===== config.mk =====
export PLATFORM = sky130hd
export DESIGN_NAME = header_field_extractor_top
export DESIGN_NICKNAME = d
export VERILOG_FILES = /design/src/design/hfe_pkg.sv /design/src/design/hfe_front.sv /design/src/design/hfe_queue.sv /design/src/design/hfe_back.sv /design/src/design/header_field_extractor_top.sv
export SDC_FILE = /design/constraint.sdc
export NUM_CORES = 1
export LEC_CHECK = 0
export CORE_MARGIN = 10
export CORE_UTILIZATION = 50
export CTS_BUF_LIST = sky130_fd_sc_hd__clkbuf_16
export CTS_CLUSTER_DIAMETER = 120
export DETAILED_ROUTE_END_ITERATION = 7
export DONT_BUFFER_PORTS = 1
export PLACE_DENSITY = 0.64
export SLEW_MARGIN = 20
export SYNTH_ARGS = -nofsm -noshare
export SYNTH_HDL_FRONTEND = slang
export SYNTH_SLANG_ARGS = --single-unit

===== constraint.sdc =====
create_clock -name clk_i -period 16.92 [get_ports clk_i]
set_input_delay 1.692 -clock clk_i [delete_from_list [all_inputs] [get_ports clk_i]]
set_output_delay 1.692 -clock clk_i [all_outputs]
set_load 0.01 [all_outputs]

===== src/design/hfe_pkg.sv =====
package hfe_pkg;

  localparam int unsigned MaxFieldsDef    = 8;
  localparam int unsigned MaxFieldBytesDef = 8;
  localparam int unsigned SizeBitsDef     = 32;

  localparam int unsigned NumFieldSlots = 8;
  localparam int unsigned CfgIdxW       = 2;
  localparam int unsigned CfgDataW      = 32;
  localparam int unsigned QueueDepth    = 2;

  typedef enum logic [CfgIdxW-1:0] {
    CFG_FIELD_COUNT = 2'd0,
    CFG_FIELD_LENGTHS = 2'd1,
    CFG_TEXT_MASK = 2'd2,
    CFG_SIZE_INDEX = 2'd3
  } cfg_reg_e;

  typedef enum logic [1:0] {
    KIND_NUMERIC = 2'd0,
    KIND_TEXT = 2'd1,
    KIND_PAYLOAD = 2'd2
  } item_kind_e;

  typedef enum logic [1:0] {
    CMD_ACC = 2'd0,
    CMD_NUM = 2'd1,
    CMD_TEXT = 2'd2,
    CMD_PAY = 2'd3
  } cmd_op_e;

  typedef struct packed {
    logic [7:0] data_byte;
    logic       start_packet;
  } in_item_t;

  typedef struct packed {
    logic [1:0]  item_kind;
    logic [2:0]  field_index;
    logic [63:0] value;
    logic [31:0] payload_length;
    logic        length_error;
    logic        end_of_packet;
  } out_item_t;

  typedef struct packed {
    cmd_op_e     op;
    logic        fresh;
    logic [2:0]  field_index;
    logic [7:0]  data;
    logic [31:0] payload_length;
    logic        length_error;
    logic        end_of_packet;
  } cmd_t;

endpackage


===== src/design/hfe_front.sv =====
module hfe_front import hfe_pkg::*; #(
  parameter int unsigned MAX_FIELDS      = MaxFieldsDef,
  parameter int unsigned MAX_FIELD_BYTES = MaxFieldBytesDef,
  parameter int unsigned SIZE_BITS       = SizeBitsDef
) (
  input  logic                clk_i,
  input  logic                rst_ni,
  input  logic                in_valid_i,
  output logic                in_ready_o,
  input  in_item_t            in_item_i,
  input  logic                cfg_valid_i,
  output logic                cfg_ready_o,
  input  logic [CfgIdxW-1:0]  cfg_index_i,
  input  logic [CfgDataW-1:0] cfg_data_i,
  output logic                cmd_valid_o,
  input  logic                cmd_ready_i,
  output cmd_t                cmd_o
);

  localparam int unsigned HW = $clog2(MAX_FIELDS * MAX_FIELD_BYTES + 1);

  logic [3:0]           field_count_q;
  logic [31:0]          field_lengths_q;
  logic [7:0]           text_mask_q;
  logic [2:0]           size_idx_q;

  logic                 in_pay_q, in_pay_d;
  logic [2:0]           cf_q, cf_d;
  logic [3:0]           bif_q, bif_d;
  logic [SIZE_BITS-1:0] tsz_q, tsz_d;
  logic [SIZE_BITS-1:0] prem_q, prem_d;
  logic [SIZE_BITS-1:0] sacc_q, sacc_d;

  logic                 accept;
  logic                 start;
  logic                 in_pay;
  logic [2:0]           cf;
  logic [3:0]           bif;
  logic [SIZE_BITS-1:0] tsz, prem, sacc;
  logic [3:0]           n;
  logic [3:0]           flen [NumFieldSlots];
  logic [HW-1:0]        hlen;
  logic [SIZE_BITS-1:0] hlen_ext;
  logic [2:0]           cur;
  logic                 found, found_next;
  logic                 hdr;
  logic [3:0]           bif1;
  logic                 done;
  logic                 is_text;
  logic [SIZE_BITS-1:0] sacc_base, sacc_new, tsz_new, tsz_fin;
  logic                 fin_err;
  logic [SIZE_BITS-1:0] fin_prem, prem_base;

  assign accept      = in_valid_i && in_ready_o;
  assign in_ready_o  = cmd_ready_i;
  assign cfg_ready_o = 1'b1;

  always_ff @(posedge clk_i or negedge rst_ni) begin
    if (!rst_ni) begin
      field_count_q   <= 4'd1;
      field_lengths_q <= 32'd4;
      text_mask_q     <= '0;
      size_idx_q      <= '0;
    end else if (cfg_valid_i && cfg_ready_o) begin
      case (cfg_reg_e'(cfg_index_i))
        CFG_FIELD_COUNT:   field_count_q   <= cfg_data_i[3:0];
        CFG_FIELD_LENGTHS: field_lengths_q <= cfg_data_i[31:0];
        CFG_TEXT_MASK:     text_mask_q     <= cfg_data_i[7:0];
        CFG_SIZE_INDEX:    size_idx_q      <= cfg_data_i[2:0];
        default: ;
      endcase
    end
  end

  always_ff @(posedge clk_i or negedge rst_ni) begin
    if (!rst_ni) begin
      in_pay_q <= 1'b0;
      cf_q     <= '0;
      bif_q    <= '0;
      tsz_q    <= '0;
      prem_q   <= '0;
      sacc_q   <= '0;
    end else begin
      in_pay_q <= in_pay_d;
      cf_q     <= cf_d;
      bif_q    <= bif_d;
      tsz_q    <= tsz_d;
      prem_q   <= prem_d;
      sacc_q   <= sacc_d;
    end
  end

  // effective field count, clamped lengths and header length
  always_comb begin
    if (field_count_q == 4'd0) begin
      n = 4'd1;
    end else if (field_count_q > 4'(MAX_FIELDS)) begin
      n = 4'(MAX_FIELDS);
    end else begin
      n = field_count_q;
    end
    hlen = '0;
    for (int i = 0; i < NumFieldSlots; i++) begin
      flen[i] = field_lengths_q[4*i +: 4];
      if (flen[i] > 4'(MAX_FIELD_BYTES)) begin
        flen[i] = 4'(MAX_FIELD_BYTES);
      end
      if (4'(i) < n) begin
        hlen = hlen + HW'(flen[i]);
      end
    end
    hlen_ext = SIZE_BITS'(hlen);
  end

  always_comb begin
    start  = in_item_i.start_packet;
    in_pay = start ? 1'b0 : in_pay_q;
    cf     = start ? '0 : cf_q;
    bif    = start ? '0 : bif_q;
    tsz    = start ? '0 : tsz_q;
    prem   = start ? '0 : prem_q;
    sacc   = start ? '0 : sacc_q;

    found = 1'b0;
    cur   = '0;
    for (int i = NumFieldSlots - 1; i >= 0; i--) begin
      if (3'(i) >= cf && 4'(i) < n && flen[i] != 4'd0) begin
        found = 1'b1;
        cur   = 3'(i);
      end
    end
    found_next = 1'b0;
    for (int i = NumFieldSlots - 1; i >= 0; i--) begin
      if (3'(i) > cur && 4'(i) < n && flen[i] != 4'd0) begin
        found_next = 1'b1;
      end
    end

    hdr       = !in_pay && found;
    is_text   = text_mask_q[cur];
    bif1      = bif + 4'd1;
    done      = (bif1 == 4'd0) || (bif1 >= flen[cur]);
    sacc_base = (bif == 4'd0) ? '0 : sacc;
    sacc_new  = (sacc_base << 8) | SIZE_BITS'(in_item_i.data_byte);
    tsz_new   = (cur == size_idx_q) ? sacc_new : tsz;
    tsz_fin   = (hdr && done) ? tsz_new : tsz;
    fin_err   = tsz_fin < hlen_ext;
    fin_prem  = fin_err ? '0 : tsz_fin - hlen_ext;
    prem_base = in_pay ? prem : fin_prem;

    in_pay_d = in_pay_q;
    cf_d     = cf_q;
    bif_d    = bif_q;
    tsz_d    = tsz_q;
    prem_d   = prem_q;
    sacc_d   = sacc_q;

    cmd_valid_o          = 1'b0;
    cmd_o.op             = CMD_PAY;
    cmd_o.fresh          = bif == 4'd0;
    cmd_o.field_index    = '0;
    cmd_o.data           = in_item_i.data_byte;
    cmd_o.payload_length = '0;
    cmd_o.length_error   = 1'b0;
    cmd_o.end_of_packet  = 1'b0;

    if (accept) begin
      in_pay_d = in_pay;
      cf_d     = cf;
      bif_d    = bif;
      tsz_d    = tsz;
      prem_d   = prem;
      sacc_d   = sacc;
      if (hdr) begin
        cmd_valid_o       = 1'b1;
        cmd_o.field_index = cur;
        if (is_text) begin
          cmd_o.op = CMD_TEXT;
        end else if (done) begin
          cmd_o.op = CMD_NUM;
        end else begin
          cmd_o.op = CMD_ACC;
        end
        if (done) begin
          sacc_d = '0;
          bif_d  = '0;
          tsz_d  = tsz_new;
          if (!found_next) begin
            in_pay_d             = 1'b1;
            cf_d                 = '0;
            prem_d               = fin_prem;
            cmd_o.payload_length = 32'(fin_prem);
            cmd_o.length_error   = fin_err;
            cmd_o.end_of_packet  = fin_prem == '0;
          end else begin
            cf_d = cur + 3'd1;
          end
        end else begin
          sacc_d = sacc_new;
          bif_d  = bif1;
          cf_d   = cur;
        end
      end else begin
        in_pay_d = 1'b1;
        prem_d   = prem_base;
        if (prem_base != '0) begin
          prem_d              = prem_base - SIZE_BITS'(1);
          cmd_valid_o         = 1'b1;
          cmd_o.op            = CMD_PAY;
          cmd_o.end_of_packet = prem_base == SIZE_BITS'(1);
        end
      end
    end
  end

endmodule


===== src/design/hfe_queue.sv =====
module hfe_queue import hfe_pkg::*; (
  input  logic clk_i,
  input  logic rst_ni,
  input  logic push_valid_i,
  output logic push_ready_o,
  input  cmd_t push_data_i,
  output logic pop_valid_o,
  input  logic pop_ready_i,
  output cmd_t pop_data_o
);

  localparam int unsigned AW = (QueueDepth > 1) ? $clog2(QueueDepth) : 1;
  localparam int unsigned CW = $clog2(QueueDepth + 1);

  cmd_t          mem_q [QueueDepth];
  logic [AW-1:0] wr_ptr_q, rd_ptr_q;
  logic [CW-1:0] count_q;
  logic          push, pop;

  assign push_ready_o = count_q != CW'(QueueDepth);
  assign pop_valid_o  = count_q != '0;
  assign pop_data_o   = mem_q[rd_ptr_q];
  assign push         = push_valid_i && push_ready_o;
  assign pop          = pop_valid_o && pop_ready_i;

  always_ff @(posedge clk_i) begin
    if (push) begin
      mem_q[wr_ptr_q] <= push_data_i;
    end
  end

  always_ff @(posedge clk_i or negedge rst_ni) begin
    if (!rst_ni) begin
      wr_ptr_q <= '0;
      rd_ptr_q <= '0;
      count_q  <= '0;
    end else begin
      if (push) begin
        wr_ptr_q <= (wr_ptr_q == AW'(QueueDepth - 1)) ? '0 : wr_ptr_q + AW'(1);
      end
      if (pop) begin
        rd_ptr_q <= (rd_ptr_q == AW'(QueueDepth - 1)) ? '0 : rd_ptr_q + AW'(1);
      end
      if (push && !pop) begin
        count_q <= count_q + CW'(1);
      end else if (pop && !push) begin
        count_q <= count_q - CW'(1);
      end
    end
  end

endmodule


===== src/design/hfe_back.sv =====
module hfe_back import hfe_pkg::*; (
  input  logic      clk_i,
  input  logic      rst_ni,
  input  logic      cmd_valid_i,
  output logic      cmd_ready_o,
  input  cmd_t      cmd_i,
  output logic      out_valid_o,
  input  logic      out_ready_i,
  output out_item_t out_item_o
);

  logic [63:0] acc_q;
  logic [63:0] acc_base, acc_new;
  logic        out_valid_q;
  out_item_t   out_item_q, out_item_d;
  logic        out_free, pop, emit;

  assign out_free    = !out_valid_q || out_ready_i;
  assign cmd_ready_o = (cmd_i.op == CMD_ACC) || out_free;
  assign pop         = cmd_valid_i && cmd_ready_o;
  assign emit        = pop && (cmd_i.op != CMD_ACC);
  assign acc_base    = cmd_i.fresh ? '0 : acc_q;
  assign acc_new     = {acc_base[55:0], cmd_i.data};
  assign out_valid_o = out_valid_q;
  assign out_item_o  = out_item_q;

  always_comb begin
    out_item_d.field_index    = cmd_i.field_index;
    out_item_d.payload_length = cmd_i.payload_length;
    out_item_d.length_error   = cmd_i.length_error;
    out_item_d.end_of_packet  = cmd_i.end_of_packet;
    out_item_d.value          = 64'(cmd_i.data);
    case (cmd_i.op)
      CMD_NUM: begin
        out_item_d.item_kind = KIND_NUMERIC;
        out_item_d.value     = acc_new;
      end
      CMD_TEXT: out_item_d.item_kind = KIND_TEXT;
      default:  out_item_d.item_kind = KIND_PAYLOAD;
    endcase
  end

  always_ff @(posedge clk_i or negedge rst_ni) begin
    if (!rst_ni) begin
      acc_q       <= '0;
      out_valid_q <= 1'b0;
    end else begin
      if (pop) begin
        acc_q <= (cmd_i.op == CMD_NUM) ? '0 : acc_new;
      end
      if (emit) begin
        out_valid_q <= 1'b1;
      end else if (out_ready_i) begin
        out_valid_q <= 1'b0;
      end
    end
  end

  always_ff @(posedge clk_i) begin
    if (emit) begin
      out_item_q <= out_item_d;
    end
  end

endmodule


===== src/design/header_field_extractor_top.sv =====
// Header field extractor: byte-serial packet header parser.
// Input channel (in_valid_i/in_ready_o, in_item_i) takes one packet byte per
// transfer; start_packet marks the first byte of a new packet.
// Output channel (out_valid_o/out_ready_i, out_item_o) gives at most one
// result per byte: a completed numeric field, a text byte or a payload byte.
// Configuration channel (cfg_valid_i/cfg_ready_o) writes the header layout;
// it is always ready and should only be used while the block is idle.
// Throughput: one byte per cycle while the command queue has room, from the
// front parser that holds all sequencing state.
// Path: a result is registered in the command queue register, then in the
// output register, before out_valid_o presents it.
// The front hands classified commands to a two-entry queue; the back end
// assembles numeric values and drives the output register.
// Reset: layout returns to one numeric field of four bytes holding the size;
// parser, queue and output register are emptied.
// Receiver stall: the output register holds its result, the queue fills,
// and in_ready_o drops once the queue is full; nothing is lost.
module header_field_extractor_top import hfe_pkg::*; #(
  parameter int unsigned MAX_FIELDS      = MaxFieldsDef,
  parameter int unsigned MAX_FIELD_BYTES = MaxFieldBytesDef,
  parameter int unsigned SIZE_BITS       = SizeBitsDef
) (
  input  logic                clk_i,
  input  logic                rst_ni,
  input  logic                in_valid_i,
  output logic                in_ready_o,
  input  in_item_t            in_item_i,
  output logic                out_valid_o,
  input  logic                out_ready_i,
  output out_item_t           out_item_o,
  input  logic                cfg_valid_i,
  output logic                cfg_ready_o,
  input  logic [CfgIdxW-1:0]  cfg_index_i,
  input  logic [CfgDataW-1:0] cfg_data_i
);

  logic cmd_valid, cmd_ready;
  cmd_t cmd;
  logic q_valid, q_ready;
  cmd_t q_cmd;

  hfe_front #(
    .MAX_FIELDS      (MAX_FIELDS),
    .MAX_FIELD_BYTES (MAX_FIELD_BYTES),
    .SIZE_BITS       (SIZE_BITS)
  ) u_front (
    .clk_i       (clk_i),
    .rst_ni      (rst_ni),
    .in_valid_i  (in_valid_i),
    .in_ready_o  (in_ready_o),
    .in_item_i   (in_item_i),
    .cfg_valid_i (cfg_valid_i),
    .cfg_ready_o (cfg_ready_o),
    .cfg_index_i (cfg_index_i),
    .cfg_data_i  (cfg_data_i),
    .cmd_valid_o (cmd_valid),
    .cmd_ready_i (cmd_ready),
    .cmd_o       (cmd)
  );

  hfe_queue u_queue (
    .clk_i        (clk_i),
    .rst_ni       (rst_ni),
    .push_valid_i (cmd_valid),
    .push_ready_o (cmd_ready),
    .push_data_i  (cmd),
    .pop_valid_o  (q_valid),
    .pop_ready_i  (q_ready),
    .pop_data_o   (q_cmd)
  );

  hfe_back u_back (
    .clk_i       (clk_i),
    .rst_ni      (rst_ni),
    .cmd_valid_i (q_valid),
    .cmd_ready_o (q_ready),
    .cmd_i       (q_cmd),
    .out_valid_o (out_valid_o),
    .out_ready_i (out_ready_i),
    .out_item_o  (out_item_o)
  );

endmodule


# --- Yosys cells after proc, flatten, opt, wreduce, memory -nomap -nowiden ---
# Memories as Yosys holds them, arrays and structs flattened.
# Index checks and enable logic that the tools add are counted.
totals:
  wordCells: 255
  memories: 1
  romBits: 0
  latchBits: 0
  in_bits: 48
  ff_bits: 315
  ram_bits: 96
  output_inout_bits: 106
mem_list:
  columns: ["name", "words", "word_bits", "rd", "rd_ports_with_merged_regs", "wr", "line", "source"]
  rows:
  - ["u_queue.mem_q", 2, 48, 1, 0, 1, "hfe_queue.sv:15", "cmd_t mem_q [QueueDepth];"]
classes:
  eq_ne: 8
  n_reduce_logical: 70
  n_lt_le_gt_ge: 37
  div: 0
  mul: 0
  add_sub_neg: 15
  bitwise_logic: 2
  mux: 100
  n_shift: 0
op_table:
  columns: ["op", "n"]
  rows:
  - ["$mux 32", 15]
  - ["$mux 56", 2]
  - ["$mux 34", 3]
  - ["$mux 4", 16]
  - ["$mux 7", 7]
  - ["$add 7x4->7", 6]
  - ["$mux 3", 14]
  - ["$logic_and 1x1->1", 40]
  - ["$gt 4x4->1 const B", 9]
  - ["$mux 1", 33]
  - ["$mux 33", 1]
  - ["$eq 32x1->1 const B", 1]
  - ["$logic_not 32->1", 1]
  - ["$lt 32x7->1", 1]
  - ["$or 32x8->32", 1]
  - ["$reduce_bool 32->1", 1]
  - ["$reduce_bool 4->1", 8]
  - ["$sub 32x1->32 const B", 1]
  - ["$sub 32x7->32", 1]
  - ["$mux 24", 1]
  - ["$lt 3x4->1 const A", 4]
  - ["$bmux 4 s3", 1]
  - ["$ge 3x3->1 const A", 4]
  - ["$gt 3x3->1 const A", 4]
  - ["other kinds (29)", 57]

# --- Logic depth before layout (Yosys ltp) ---
# Gate-level depths: netlist (run 1).
logic_depth:
  depth_word: 34
  mapped_depth: 52

# --- Hierarchy ---
# Synthesis (run 1) repeated with hierarchy kept, for this count alone.
hier_totals:
  hier_cells: 2012
  hier_area_um2: 21848.5
modules_own_cells:
  columns: ["mod", "area_each_um2", "cells_per_inst", "instances"]
  rows:
  - ["hfe_front", 12415.7, 1531, 1]
  - ["hfe_back", 5729.2, 314, 1]
  - ["hfe_queue", 3703.6, 167, 1]

# --- Worst setup path after synthesis (run 1) ---
# OpenSTA, ideal clock, no wires.
synth_path:
  kind: "input to register"
  startpoint: "input in_item_i[0] (netlist name)"
  endpoint: "memory u_queue.mem_q[0][0] (netlist name) (enable)"
  arrival_time_ps: 11881
  path_stages: 38
  path_buffers: 8
  setup_slack_ps: 4579
  path_cell_list: "buf_2 -> nor2b_1 -> a221oi_1 -> o21bai_1 -> o2bb2ai_2 -> clkbuf_1 -> clkbuf_1 -> mux2i_1 -> nor2_1 -> nor3_1 -> ha_1 -> nand2b_1 -> a21oi_1 -> o211ai_1 -> o2111a_1 -> mux2_2 -> nand2_2 -> buf_6 -> [... 2 more ...] -> buf_1 -> nand3_1 -> nand2_1 -> ha_1 -> nor2b_1 -> o31a_1 -> o32ai_1 -> nand2_1 -> nor4_1 -> xor2_1 -> mux2_2 -> o31a_1 -> nor3b_1 -> and2_1 -> and3_4 -> buf_6 -> a21oi_1 -> nor2b_1"
synth_between:
  elab_chain_len: 30
  word_cells_on_any_way: 74
  classes_between: "add/sub: 2; order compare: 10; eq/ne: 1; mux: 35; bitwise: 2; reduce/logical: 24"
synth_rtl:
  columns: ["element", "line", "source"]
  rows:
  - ["start, declared", "header_field_extractor_top.sv:27", "input in_item_t in_item_i,"]
  - ["$mux 3", "hfe_front.sv:118", "cf = start ? '0 : cf_q;"]
  - ["$ge 3x3->1", "hfe_front.sv:127", "if (3'(i) >= cf && 4'(i) < n && flen[i] != 4'd0) begin"]
  - ["$logic_and 1x1->1 (2 in a row)", "hfe_front.sv:127", null]
  - ["$mux 3 (8 in a row)", "hfe_front.sv:127", null]
  - ["$not 3->4 (implied by the code)", "hfe_front.sv:142", "done = (bif1 == 4'd0) || (bif1 >= flen[cur]);"]
  - ["$bmux 4 s3", "hfe_front.sv:142", null]
  - ["$mux 4 (implied by the code) (2 in a row)", "hfe_front.sv:142", null]
  - ["$ge 4x4->1", "hfe_front.sv:142", null]
  - ["[... 6 more ...]", null, null]
  - ["$reduce_bool 32->1", "hfe_front.sv:206", "if (prem_base != '0) begin"]
  - ["$mux 1", "hfe_front.sv:206", null]
  - ["$mux 1 *", "hfe_front.sv:174", "if (hdr) begin"]
  - ["$mux 1 *", "hfe_front.sv:167", "if (accept) begin"]
  - ["$logic_and 1x1->1 *", "hfe_queue.sv:23", "assign push = push_valid_i && push_ready_o;"]
  - ["via u_queue.push", "hfe_queue.sv:18", "logic push, pop;"]
  - ["$mux 1 *", "hfe_queue.sv:27", "if (push) begin"]
  - ["$mux 1 (implied by the code) *", "hfe_queue.sv:28", "mem_q[wr_ptr_q] <= push_data_i;"]
  - ["end, declared", "hfe_queue.sv:15", null]
# The timed path passes the listed nets; every way through them passes the cells marked *. The select of a mux whose other input is x is not followed.

# --- Final worst setup path (run 1) ---
layout_path:
  startpoint: "register u_front.field_count_q[3]"
  endpoint: "memory u_queue.mem_q[1][1] (netlist name) (enable)"
layout_between:
  elab_chain_len: 32
  word_cells_on_any_way: 81
  classes_between: "add/sub: 8; order compare: 11; eq/ne: 1; mux: 38; bitwise: 1; reduce/logical: 22"
layout_rtl:
  columns: ["element", "line", "source"]
  rows:
  - ["start, declared", "hfe_front.sv:22", "logic [3:0] field_count_q;"]
  - ["start signal, assigned", "hfe_front.sv:66", "CFG_FIELD_COUNT: field_count_q <= cfg_data_i[3:0];"]
  - ["$gt 4x4->1", "hfe_front.sv:97", "end else if (field_count_q > 4'(MAX_FIELDS)) begin"]
  - ["$mux 4", "hfe_front.sv:97", null]
  - ["$mux 4 *", "hfe_front.sv:95", "if (field_count_q == 4'd0) begin"]
  - ["branches (longest 24 deep; another with $add 7x4->7)", null, null]
  - ["$mux 1 *", "hfe_front.sv:174", null]
  - ["$mux 1 *", "hfe_front.sv:167", null]
  - ["$logic_and 1x1->1 *", "hfe_queue.sv:23", null]
  - ["via u_queue.push", "hfe_queue.sv:18", null]
  - ["$mux 1 *", "hfe_queue.sv:27", null]
  - ["$mux 1 (implied by the code) *", "hfe_queue.sv:28", null]
# Mark *: on every way through the listed nets, which the timed path passes. The select of a mux whose other input is x is not followed.

==> results.md, run 1 <==
- Chip Width: 229 um
- Synth warnings: 0
- Max FO, Critical Path: 39
- CP startpoint kind: register
- CTS buffer count: 43
- # IOs: ~150
- Ant. Diodes: 0
- Layout area overhead: 8.77%
- CP required: 17.17 ns
- Core Footprint: 0.0431 mm^2
- Netlist cell types: 92
- Post_cts resized: 0
- Clock root buffer: clkbuf_16
- Post-Syn Nets: between 2000 and 2500
- Post-layout min period: 11.95 ns
- Gr ovfl total: 0
- Multi-input logic area: 0.0101 mm^2
- Synth Instances: 2062
- # rows: 76
- Worst setup EP type: register
- Outcome: complete, no violations
- Drt first pass iters: 6
- CTS sink cnt: 403
- Total die area: around 0.052 mm^2
- Dominant cells by area after synthesis: edfxtp_1, dfrtp_1, mux2_2, a22o_1, nand2_1
- Register Area: 0.0111 mm^2
- CTS max path bufs: 3
- Worst-margin pin slew: 1.11 ns
- Post-DRT Antenna Nets: 0
- Largest net degree at the start of global routing: 205
- Clock skew: 0.0305 ns
- Critical path's slowest cell: a2111oi_4
- DRC errors left: 0
- Worst EP arrival: between 10 and 15 ns
- EDFF count, synth: about 200
- IO buf count: 0
- Overall routing resource usage: 0.242
- Antenna violations before repair: 2
- Via count: 16422
- Unrepaired setup endpoints after global routing: false
- Slew headroom: 0.257
- Gpl congestion: 0.940
- Die Span Y: roughly 230 um
- CTS tree: done
- Synthesized area: around 0.022 mm^2
- CP max stage delay: 0.65 ns
- Leading area contributor after synthesis: edfxtp_1
- Nets: 2130
- Vias in the first global route: between 15000 and 20000
- Synth Flop Type: dfrtp_1
- Hold_buf cts: 0
- Avg WL per Cell: 24.4 um
- Seq/Total Area, Yosys: 0.509
- Synth Register Bits: 403
- First-pass GRT wire length: between 90 and 100 mm
- HPWL Detailed: 46.2 mm
- Avg Inst Size Synth: 10.6 um^2
- Worst path bufs/invs: 7
- Final Setup Violations: 0
- Post-synth top area share: 0.274
- Crit Path Class: register to register
- Worst Hold Class: register to register
- Initial Util: 0.506
- Number of fill cells: around 3700
- Max-cap violations: 0
- Initial DRC count: between 1500 and 2000
- Worst skew pair latency: 0.58 ns
- Layout cells sized above 1: 0.114
- Top delay family on crit path: compound AO/OA/AOI/OAI gates
- Period utilisation layout: 0.706
- Setup tns final: 0 ns
- H-tree depth: 2
- Highest clock rate: 83.7 MHz
- Routed vias/inst: 6.22
- Detailed Route WL: 64.5 mm
- Asr flop ratio synth: 0.506
- # Post-CTS Setup Buffers: 0
- Final slew viol count: 0
- Final Hold Fails: 0
- Clock transition at path regs: 0.06 ns
[path summary, 6_finish.rpt]
kind,start,to,slack (ns),depth (start not counted)
worst max-delay path,u_front.field_count_q[3],u_queue.mem_q[1][1],4.97,44
worst min-delay path,u_front.tsz_q[0],u_front.tsz_q[0],0.49,2
worst max register to register,u_front.field_count_q[3],u_queue.mem_q[1][1],4.97,44
worst min register to register,u_front.tsz_q[0],u_front.tsz_q[0],0.49,2
max in group asynchronous,rst_ni,u_front.prem_q[23],15.80,0
min in group asynchronous,rst_ni,u_front.field_lengths_q[20],0.81,0
[metal layers]
layer / vias up / part of all wire / track usage
li1: 7570 / - / -
met1: 8154 / 0.46 / 0.350
met2: 625 / 0.45 / 0.367
met3: 73 / 0.070 / 0.0465
met4: 0 / 0.018 / 0.0569
met5: - / 0 / 0
[flip-flops by register name, summed over array words and instances, names as in the netlist, 4 cells and up]
register                 flops
u_front.tsz_q               32
u_back.out_item_o          103
u_front.sacc_q              24
u_front.bif_q                4
u_front.field_lengths_q     32
u_front.field_count_q        4
u_back.acc_q                56
u_queue.mem_q               96
u_front.prem_q              32
u_front.text_mask_q          8
[cell usage after synthesis (all sizes together), types with 10 or more instances]
master / count
buf: 25
a211oi: 13
a21o: 16
a22oi: 10
nor2: 153
o31ai: 19
nor4: 27
a21oi: 119
o21ai: 150
nor2b: 52
xor2: 32
edfxtp: 199
o211ai: 14
inv: 57
o21a: 12
nand3: 44
xnor2: 43
nand2b: 26
nor3: 34
mux2i: 29
clkbuf: 90
nand2: 176
a31oi: 22
and2: 21
or3: 17
a22o: 83
ha: 52
mux2: 103
or4: 12
nand4: 12
and3: 68
dfrtp: 202
[layout by cell type (no fill, tap or decap), types with 50 or more instances in the layout]
master	count
and3_1	67
o21ai_0	124
a21oi_1	119
a22o_1	83
ha_1	52
edfxtp_1	199
nor2_1	149
dfrtp_1	201
mux2_2	103
nand2_1	175
inv_1	66
nor2b_1	50
[final cells by class]
class | instances | area share
Clock buffer | 43 | 0.0454
Clock inverter | 36 | 0.0112
Inverter | 58 | 0.00919
Multi-Input combinational cell | 1486 | 0.425
Sequential cell | 403 | 0.468
Tap cell | 585 | 0.0309
Timing Repair Buffer | 30 | 0.0100
[cells by family after synthesis]
family,share of synthesized area
muxes,0.0683
xor gates and xnor gates,0.0302
adders and majority gates,0.0372
and+or+nand+nor,0.155
AOI/OAI and AO/OA,0.169
DFF,0.509
buffers and inverters,0.0318
other,0.000172
[per-stage QoR]
step / worst slack, ns / instance area, um^2 / std cells / hold slack, ns / util
after global placement: 4.99 / 22300 / 2561 / 0.477 / 0.518
after global routing: 4.20 / 23700 / 2641 / 0.521 / 0.550
after floorplan: 4.58 / 21800 / 2062 / 0.442 / -
after detailed placement: 4.90 / 22300 / 2561 / 0.471 / 0.518
final: 4.97 / 23700 / 2641 / 0.493 / 0.550
after CTS: 5.09 / 23700 / 2640 / 0.485 / 0.550
[worst min-delay path: cells and delay by family, from the launching register on]
kind            cells  cell delay (ns)
flops               1             0.33
compound gates      1             0.07
simple gates        1             0.05
Power of run 1 is not shown: default switching activity piles up to over one toggle a cycle in this logic, so the estimate is an artifact.
==> run 2, diff against run 1 <==
ABC_AREA = 1   (was unset)
PLACE_DENSITY = 0.67   (was 0.64)
clock period = 9.75 ns   (was 16.92 ns; I/O delays follow)
==> run 2 against run 1 <==
Via count grew 22%; clock-buffer cell count is the same; sequential share of layout area shrank 6.2 points; clock skew grew 0.0055 ns; fmax grew 24%; critical path depth grew 9; global-route usage grew 0.82 points; non-clock buffer count grew 263; synthesized cell count grew 35%; utilization grew 6.5 points; worst setup slack lost 4.8 ns.
==> results.md, run 2 <==
- Nets: 3083 (+45%)
- Ant. Diodes: 0 (unchanged)
- CP startpoint kind: register
- Hold Slack: 0.0800 ns (-0.413 ns)
- Vias in the first global route: 18732 (+19%)
- Placed Instance Area: 0.0247 mm^2 (+11%)
- Seq/Total Area, Yosys: 0.490 (-0.0184)
- Worst-margin pin slew: 1.09 ns (-0.0155 ns)
- Worst Hold Class: primary input to asynchronous set/reset pin
- Worst setup EP type: register
- Total die area: 0.0541 mm^2 (+3.4%)
- Most frequent cells after synthesis: nand2_1, nor2_1, inv_1, dfrtp_1, edfxtp_1
- Gpl congestion: 0.955 (+1.6%)
- IO buf count: 0 (unchanged)
- CTS sink cnt: 403 (unchanged)
- R2r setup slk: 0.15 ns (-4.83 ns)
- Clock skew: 0.0360 ns (+0.00549 ns)
- Period utilisation layout: 0.985 (+0.279)
- Layout Cells excl Fill: 3601 (+36%)
- HPWL Detailed: 49.3 mm (+6.9%)
- Final slew viol count: 0 (unchanged)
- Synthesized area: 0.0226 mm^2 (+3.7%)
- Initial Util: 0.509 (+0.00314)
- Netlist cell types: 59 (-36%)
- Largest family of logic cells by synthesized area: simple AND/OR/NAND/NOR gates
- Gr ovfl total: 0 (unchanged)
- Layout cells sized above 1: 0.203 (+0.0891)
- Post-layout min period: 9.60 ns (-2.34 ns)
- Synth Area in Compound Gates: 0.112 (-0.0570)
- Hold_buf cts: 0 (unchanged)
- Overall routing resource usage: 0.250 (+0.00819)
- Final core occ: 0.616 (+0.0655)
- Highest clock rate: 104 MHz (+24%)
- Final Hold Fails: 0 (unchanged)
- Post-DRT Antenna Nets: 0 (unchanged)
- Post-Syn Nets: 2887 (+33%)
- CTS max path bufs: 3 (unchanged)
- # rows: 77 (+1.3%)
- Synth Flop Type: dfrtp_1
- DRC errors left: 0 (unchanged)
- FF-to-FF End: u_queue.mem_q[0][8]
- Synth Area in XOR/XNOR: 0.0194 (-0.0108)
- Fin area: 0.0273 mm^2 (+15%)
- Clock transition at path regs: 0.06 ns (about the same)
- Synth Instances: 2779 (+35%)
- EDFF count, synth: 199 (unchanged)
- Dominant cells by area after synthesis: edfxtp_1, dfrtp_1, nand2_1, nor2_1, inv_1
- H-tree depth: 2 (unchanged)
- Most common cell after layout, fill and taps aside: nand2_1
- Leading area contributor after synthesis: edfxtp_1
- CTS buffer count: 43 (unchanged)
- Antenna violations before repair: 1 (-1)
- Routed vias/inst: 5.55 (-11%)
- CTS tree: done
- Post-synthesis mux area share: 0.00543 (-0.0629)
- Post-synth top area share: 0.264 (-0.00990)
- Worst skew pair latency: 0.59 ns (about the same)
- CP required: 10.08 ns (-7.09 ns)
- Core Footprint: 0.0444 mm^2 (+3.1%)
- Cell count after placement: 3471 (+36%)
- Detailed Route WL: 70.5 mm (+9.2%)
- Max-cap violations: 0 (unchanged)
- First-pass GRT wire length: 107 mm (+7.2%)
- Clock root buffer: clkbuf_16
- Slew headroom: 0.273 (+0.0166)
- Worst EP arrival: 9.94 ns (-2.26 ns)
- Critical path's slowest cell: fa_2
- Asr flop ratio synth: 0.506 (unchanged)
- Synth warnings: 0 (unchanged)
- Unrepaired setup endpoints after global routing: true
- Post-synthesis adder-cell area fraction: 0.0359 (-0.00134)
- Critical R2R Launch: u_front.field_lengths_q[1]
- Via count: 19972 (+22%)
- Final Setup Violations: 0 (unchanged)
- Chip Width: 233 um (+1.7%)
- R2r worst-path depth: 53 (+20%)
- Largest net degree at the start of global routing: 205 (unchanged)
- Max reg flops: 103 (unchanged)
- Synth Register Bits: 403 (unchanged)
- Outcome: complete, no violations
- Layout area overhead: 21.0%
- CP max stage delay: 0.52 ns (-0.13 ns)
- Count leader, synth: nand2_1
- Max FO, Critical Path: 8 (-79%)
- Crit Path Class: register to register
- Avg Inst Size Synth: 8.13 um^2 (-23%)
- # IOs: 154 (unchanged)
- Initial DRC count: 1895 (+2.6%)
- Most frequent cells in the layout: nand2_1, nor2_1, inv_1
- Drt first pass iters: 6 (unchanged)
- Post-Synth Simple-Gate Area: 0.254 (+0.0994)
- Die Span Y: 233 um (+1.7%)
- Avg WL per Cell: 19.6 um (-20%)
run 2: changes by cell type after synthesis, moves of 77 or more:
cell / previous run / this run
o22ai_1: 8 / 85
mux2_2: 103 / 10
a22o_1: 83 / 0
nand3_1: 43 / 154
inv_1: 57 / 317
nor2_1: 152 / 362
nand2_1: 175 / 624
run 2: metrics by stage:
| stage | worst slack (ns) | setup TNS (ns) |
|---|---|---|
| 2_1_floorplan | 0.0230 | 0 |
| 3_3_place_gp | -0.350 | -19.01 |
| 3_5_place_dp | -0.517 | -40.05 |
| 4_1_cts | 0.0000586 | 0 |
| 5_1_grt | -0.396 | -32.33 |
| 6_report | 0.148 | 0 |
run 2: per-layer routing:
| layer | part of all wire | track usage | routed length [um] |
|---|---|---|---|
| met1 | 0.45 | 0.358 | 32100 |
| met2 | 0.45 | 0.385 | 31600 |
| met4 | 0.017 | 0.0534 | 1190 |
| met5 | 0.00018 | 0 | 13 |
| met3 | 0.079 | 0.0501 | 5570 |
run 2: worst max path at each step:
| stage | from | end | slack, ns | depth (start not counted) |
|---|---|---|---|---|
| floorplan | u_front.field_lengths_q[4] | u_queue.mem_q[0][0] | 0.02 | 48 |
| global placement | u_front.field_lengths_q[4] | u_queue.count_q[1] | -0.35 | 56 |
| detailed placement | u_front.field_lengths_q[4] | u_queue.count_q[1] | -0.52 | 56 |
| CTS | u_front.field_lengths_q[2] | u_queue.count_q[1] | 0.00006 | 57 |
| global route | u_front.field_lengths_q[1] | u_queue.count_q[1] | -0.40 | 57 |
| finish | u_front.field_lengths_q[1] | u_queue.mem_q[0][8] | 0.15 | 53 |
run 2: logic make-up after synthesis:
group / count (synthesis)
AND/OR/NAND/NOR: 1329
buffers and inverters: 480
AO/OA/AOI/OAI: 445
flip-flops: 403
adder cells (fa/ha/maj): 60
XOR/XNOR: 50
multiplexers: 11
other: 1
run 2: timing repair:
action                     in CTS  in global routing
cloned                          0                  8
setup endpoints to repair     133                135
gates resized for setup        32                190
setup buffers                   9                 35
pin swaps                      11                108
run 2: area by class of cell:
class	instances	area [um^2]
fillers	3813	17100
flip-flops and latches	403	11100
multi-input cells	1896	10400
repair buffers	293	2480
inverters	338	1280
clock buffers	43	1080
well taps	592	741
clock inverters	36	239
run 2: critical path: cells and delay by family (launching register included):
kind / cells / cell delay [ns]
compound gates: 12 / 2.03
fa+ha+maj: 9 / 3.53
buf+inv: 10 / 1.02
flops: 1 / 0.39
simple gates: 22 / 2.36
Power of run 2 is left out for the same reason.
